<file path="config.mk">
export PLATFORM = sky130hd
export DESIGN_NAME = pap_ctrl
export DESIGN_NICKNAME = d
export VERILOG_FILES = /design/src/rtl/assert_macros.svh /design/src/rtl/pap_pkg.sv /design/src/rtl/pap_ctrl.sv
export SDC_FILE = /design/constraint.sdc
export NUM_CORES = 1
export LEC_CHECK = 0
export BUFFER_PORTS_ARGS = -buffer_cell sky130_fd_sc_hd__clkbuf_2
export CORE_AREA = 4 4 41 43
export DETAILED_ROUTE_END_ITERATION = 10
export DIE_AREA = 0 0 45 47
export SLEW_MARGIN = 30
export SYNTH_ARGS = -nofsm -noshare
export SYNTH_HDL_FRONTEND = slang
export SYNTH_SLANG_ARGS = --single-unit
</file>
<file path="constraint.sdc">
create_clock -name clk -period 1.18 [get_ports clk]
set_clock_uncertainty 0.1 [all_clocks]
set_input_delay 0.059 -clock clk [delete_from_list [all_inputs] [get_ports clk]]
set_output_delay 0.059 -clock clk [all_outputs]
set_load 0.01 [all_outputs]
</file>
<file path="src/rtl/assert_macros.svh">
// Assertion macros for the page access profiler RTL.
// Depends on a clock named clk and an active-low reset named rst_n in scope.
`ifndef ASSERT_MACROS_SVH
`define ASSERT_MACROS_SVH
`ifndef SYNTH
`define AST_IMP(lbl, ante, cons) \
  lbl: assert property (@(posedge clk) disable iff (!rst_n) (ante) |-> (cons)) \
    else $error("implication check failed");
`define AST_NEXT(lbl, ante, cons) \
  lbl: assert property (@(posedge clk) disable iff (!rst_n) (ante) |=> (cons)) \
    else $error("next-cycle check failed");
`else
`define AST_IMP(lbl, ante, cons)
`define AST_NEXT(lbl, ante, cons)
`endif
`endif

</file>
<file path="src/rtl/pap_pkg.sv">
// Types, constants and helper functions of the page access profiler.
// No dependencies; imported by every module of the block.
package pap_pkg;

  localparam int ADDR_W = 64;
  localparam int PAGE_W = 52;
  localparam int SLOT_W = 6;
  localparam int CNT_W  = 32;
  localparam int KIND_W = 2;
  localparam int KINDS  = 4;

  localparam logic [KIND_W-1:0] KIND_INSTR  = 2'd0;
  localparam logic [KIND_W-1:0] KIND_STORE  = 2'd1;
  localparam logic [KIND_W-1:0] KIND_LOAD   = 2'd2;
  localparam logic [KIND_W-1:0] KIND_MODIFY = 2'd3;

  localparam logic [CNT_W-1:0] CNT_MAX = '1;

  typedef struct packed {
    logic [KIND_W-1:0] access_kind;
    logic [ADDR_W-1:0] access_address;
  } pap_in_t;

  typedef struct packed {
    logic [PAGE_W-1:0] page_number;
    logic [SLOT_W-1:0] slot;
    logic              page_is_new;
    logic [CNT_W-1:0]  instr_count;
    logic [CNT_W-1:0]  data_count;
    logic [CNT_W-1:0]  kind_total;
    logic              table_full;
  } pap_out_t;

  typedef enum logic [2:0] {
    ST_IDLE,
    ST_SEARCH,
    ST_CNT_RD,
    ST_CNT_UPD,
    ST_INSERT,
    ST_FULL,
    ST_DONE
  } pap_state_t;

  typedef struct packed {
    logic load;
    logic search;
    logic hit_take;
    logic cnt_rd;
    logic cnt_wr;
    logic ins_new;
    logic res_full;
    logic out_load;
  } pap_cmd_t;

  typedef struct packed {
    logic hit;
    logic exhausted;
    logic full;
  } pap_status_t;

  function automatic logic [CNT_W-1:0] sat_inc(input logic [CNT_W-1:0] v);
    sat_inc = (v == CNT_MAX) ? v : v + CNT_W'(1);
  endfunction

endpackage

</file>
<file path="src/rtl/pap_ctrl.sv">
// Controller of the page access profiler: sequences search, update and output.
// Depends on pap_pkg; drives the datapath through pap_cmd_t.
module pap_ctrl
  import pap_pkg::*;
(
  input  logic        clk,
  input  logic        rst_n,
  input  logic        in_valid,
  output logic        in_ready,
  output logic        out_valid,
  input  logic        out_ready,
  input  pap_status_t status,
  output pap_cmd_t    cmd
);

  pap_state_t state_r, state_nxt;
  logic       out_valid_r, out_valid_nxt;

  always_ff @(posedge clk) begin
    if (!rst_n) begin
      state_r     <= ST_IDLE;
      out_valid_r <= 1'b0;
    end else begin
      state_r     <= state_nxt;
      out_valid_r <= out_valid_nxt;
    end
  end

  always_comb begin
    state_nxt = state_r;
    cmd       = '0;
    in_ready  = 1'b0;
    unique case (state_r)
      ST_IDLE: begin
        in_ready = 1'b1;
        if (in_valid) begin
          cmd.load  = 1'b1;
          state_nxt = ST_SEARCH;
        end
      end
      ST_SEARCH: begin
        cmd.search = 1'b1;
        priority if (status.hit) begin
          cmd.hit_take = 1'b1;
          state_nxt    = ST_CNT_RD;
        end else if (status.exhausted) begin
          state_nxt = status.full ? ST_FULL : ST_INSERT;
        end
      end
      ST_CNT_RD: begin
        cmd.cnt_rd = 1'b1;
        state_nxt  = ST_CNT_UPD;
      end
      ST_CNT_UPD: begin
        cmd.cnt_wr = 1'b1;
        state_nxt  = ST_DONE;
      end
      ST_INSERT: begin
        cmd.ins_new = 1'b1;
        state_nxt   = ST_DONE;
      end
      ST_FULL: begin
        cmd.res_full = 1'b1;
        state_nxt    = ST_DONE;
      end
      ST_DONE: begin
        if (!out_valid_r || out_ready) begin
          cmd.out_load = 1'b1;
          state_nxt    = ST_IDLE;
        end
      end
      default: state_nxt = ST_IDLE;
    endcase
  end

  always_comb begin
    priority if (cmd.out_load) out_valid_nxt = 1'b1;
    else if (out_ready)        out_valid_nxt = 1'b0;
    else                       out_valid_nxt = out_valid_r;
  end

  assign out_valid = out_valid_r;

endmodule

</file>
# Yosys cells after proc, flatten, opt, wreduce, memory -nomap -nowiden
# Index checks and enable logic that the tools add are counted.
[classes] eq_ne=9 n_mux=19 n_reduce_logical=6
[op_table] cell="case mux 3 bit (5 select lines)" n=1
[op_table] cell="two-way mux 1 bit" n=13
[op_table] cell="two-way mux 3 bit" n=4
[op_table] cell="equality test 3 bit (second input constant)" n=3
[op_table] cell="equality test 3 x 2 -> 1 bit (second input constant)" n=2
[op_table] cell="!= test 2 bit (second input constant)" n=2
[op_table] cell="equality test 3 x 1 -> 1 bit (second input constant)" n=1
[op_table] cell="zero test 3 bit" n=1
[op_table] cell="!= test 3 bit (second input constant)" n=1
[op_table] cell="AND reduction 3 bit" n=1
[op_table] cell="OR reduction 3 bit" n=1
[op_table] cell="two-way mux 2 bit" n=1
[op_table] cell="nonzero test 2 bit" n=1
[op_table] cell="zero test 1 bit" n=1
[op_table] cell="logical OR 1 bit" n=1
[word_totals] ff_bits=4 in_bits=7 out_inout_bits=10 elab_cells=36

# Depth between registers and ports, before layout
[logic_depth] ltp_word=5 mapped_depth=4 depth_no_buf=3

# Worst setup path after synthesis
# Ideal clock, no wire load.
[synth_path] path_kind="register to output" startpoint="reg state_r[1]" endpoint="out cmd[7] in the netlist's numbering" arrival_time_ns=0.939 required_ns=1.021 slack_ns=0.082 path_stages_with_launch=4 n_path_buf=0 path_cell_list="dfxtp_1 or2_4 nor2_2 and2_1"
[synth_lines] item="start, declared" line_no="pap_ctrl.sv:16" source="pap_state_t state_r, state_nxt;"
[synth_lines] item="start signal, assigned" line_no="pap_ctrl.sv:24" source="state_r <= state_nxt;"
[synth_lines] item="end, declared" line_no="pap_ctrl.sv:13" source="output pap_cmd_t cmd"

==> metrics.cfg <==
[sta]
rsz0062_at_grt=true
period_minus_slack_ns=1.28
tightest_slew_ns=0.184
setup_tns_ns=-0.189
drv_slew=0
finalHoldViolCount=0
maxSlewHeadroom=0.877
holdWs_ns=0.00685
fmax_ghz=0.779
setup_viol=3
setup_slack_ns=-0.104
fin_crit_sh=1.09

[route]
drt_first_pass_iters=2
drt-total-wl_um=705
drtIter0Drc=1
drt.antenna.violating_nets=0
viasPerCell=4.21
route.detailed.drc=0
num_vias=316
post_drt_wl_per_cell_um=9.40

[place]
place_inst=67
place_congestion=0.682
numPortBuffers=16
dp_hpwl_um=542

[die]
die_w_um=45
num_io_pins=17
die_area_sq_um=2120
fp.coreArea_sq_um=1300
initial_utilization=0.211
chipHeight_um=47
rows=13

[cts]
clock-sinks=4
htreeDepth=1
clock_latency_ns=0.23
cts_root_buffer=clkbuf_4
clockBufferDepth=2
cts_tree=yes
cts_buffers=3
cts.clk_slew.worst_paths_ns=0.04

[final_layout]
layout.nets=69
areaGrowthSynthToFinish_pct=78.1
post-route-util=0.375
diodes=0
layout-drive-gt1-share=0.600
mostFrequentLayoutCell=clkbuf_2
final_cell_mix=clkbuf_2 (9), buf_2 (6), buf_4 (5)
layout.cells.non_filler=75

[logic_synthesis]
syn_area_per_cell_sq_um=7.83
synth_cells=35
ys_ff_latch=4
yosysTopAreaCell=dfxtp_1
yosysWarnings=0
synth_cell_type_count=21
synth_top_area_share=0.292
synth_area_leaders=dfxtp_1 (29%), nor3b_1 (8.2%), a21boi_1 (5.5%), nand2_1 (5.5%), nor2_1 (5.5%)
syn-cell-area_sq_um=274
syn_nets=42
yosysSeqAreaShare=0.292

[critical_path]
r2r_start=state_r[1]$_SDFFE_PN0P_
worst-setup-path-type=flop to primary output
cp.required_ns=1.02
reg2reg_depth=4
timing.critical_path.from=state_r[2]$_SDFFE_PN0P_
r2r_setup_slack_ns=0.13
path_max_fanout=5
end_kind=primary output
critPathLaunchType=flop
r2r-end=state_r[0]$_SDFFE_PN0P_
crit_end=cmd[7]
cp.arrival_ns=1.13

[power]
power_density_nw_per_um2=1110
p_leak_nw=0.247
ir_drop_uv=409

[job]
max_cap_violations=0

[status]
status=complete, but fails checks
violations=negative setup slack

[global_route]
antenna_found_initial=0
track_usage=0.0727
grt_pass1_vias=267
overflow=0
grt_pass1_wl_mm=1.04
grt_max_degree=9

[hold_path]
worstHoldPathType=input port to flop

[logic make-up after synthesis]
kind of cell / Yosys count / synth area share
AO/OA/AOI/OAI: 7 / 0.187
buffers and inverters: 3 / 0.0548
flip-flops: 4 / 0.292
AND/OR/NAND/NOR: 21 / 0.466
[Yosys cell counts]
library cell and n:
a21boi_1 2, a21oi_1 1, and2_1 1, and2b_1 1, and4bb_1 1, buf_4 1
dfxtp_1 4, inv_1 1, inv_2 1, nand2_1 4, nand2b_1 2, nor2_1 4
nor2_2 1, nor2b_1 2, nor2b_2 1, nor3b_1 3, o211a_1 1, o211ai_1 1
o21ai_1 1, o221ai_1 1, or2_4 1
[worst min path at each step]
stage,startpoint,slack [ns],endpoint,cells past startpoint
2_1_floorplan,rst_n,0.09,state_r[1]$_SDFFE_PN0P_,1
3_3_place_gp,out_ready,0.24,state_r[2]$_SDFFE_PN0P_,4
3_5_place_dp,rst_n,0.25,state_r[1]$_SDFFE_PN0P_,2
4_1_cts,out_ready,0.001,state_r[2]$_SDFFE_PN0P_,4
5_1_grt,out_ready,0.02,state_r[2]$_SDFFE_PN0P_,4
6_report,out_ready,0.007,state_r[2]$_SDFFE_PN0P_,4
[final cells by class]
type,count,area [sq um]
repair buffers,23,145
fillers,151,813
well taps,15,18.8
inverters,2,7.51
multi-input cells,28,209
flip-flops and latches,4,85.1
clock buffers,3,22.5
[worst max-delay path, stage by stage, from the launching register on]
cell and delay, ns:
dfxtp_2 0.32, or2_4 0.25, nor2_4 0.08, and2_1 0.12
buf_2 0.12
[layer usage]
metal  part of all wire  up-vias  track usage
li1                   -      174            -
met1               0.39      134       0.0750
met2               0.53        6        0.105
met3              0.067        2       0.0268
met4              0.017        0       0.0877
met5                  0        -            0
[where the power goes]
part	internal, mW	switching (mW)	total, mW
Clock	0.114	0.0520	0.166
Combinational	0.119	0.0879	0.207
Sequential	0.150	0.0175	0.167
Total	0.382	0.157	0.539
[flip-flops by register name, summed over array words and instances (netlist names)]
register	cells
state_r	3
out_valid	1
[metrics by stage]
stage	setup WS (ns)	total power, mW	cell area [sq um]
4_1_cts	-0.126	0.507	437
3_3_place_gp	0.112	0.314	380
3_5_place_dp	0.108	0.314	380
5_1_grt	-0.159	0.577	488
6_report	-0.104	0.539	488
2_1_floorplan	0.0819	0.252	274
[repair_timing]
item | in CTS | in global routing
setup buffers | 0 | 4
pin swaps | 0 | 3
endpoints found under the hold margin | 1 | 0
hold buffers | 1 | 0
endpoints found under the setup margin | 9 | 9
gates resized for setup | 6 | 13
No activity file was read; power rests on OpenSTA's default activity.
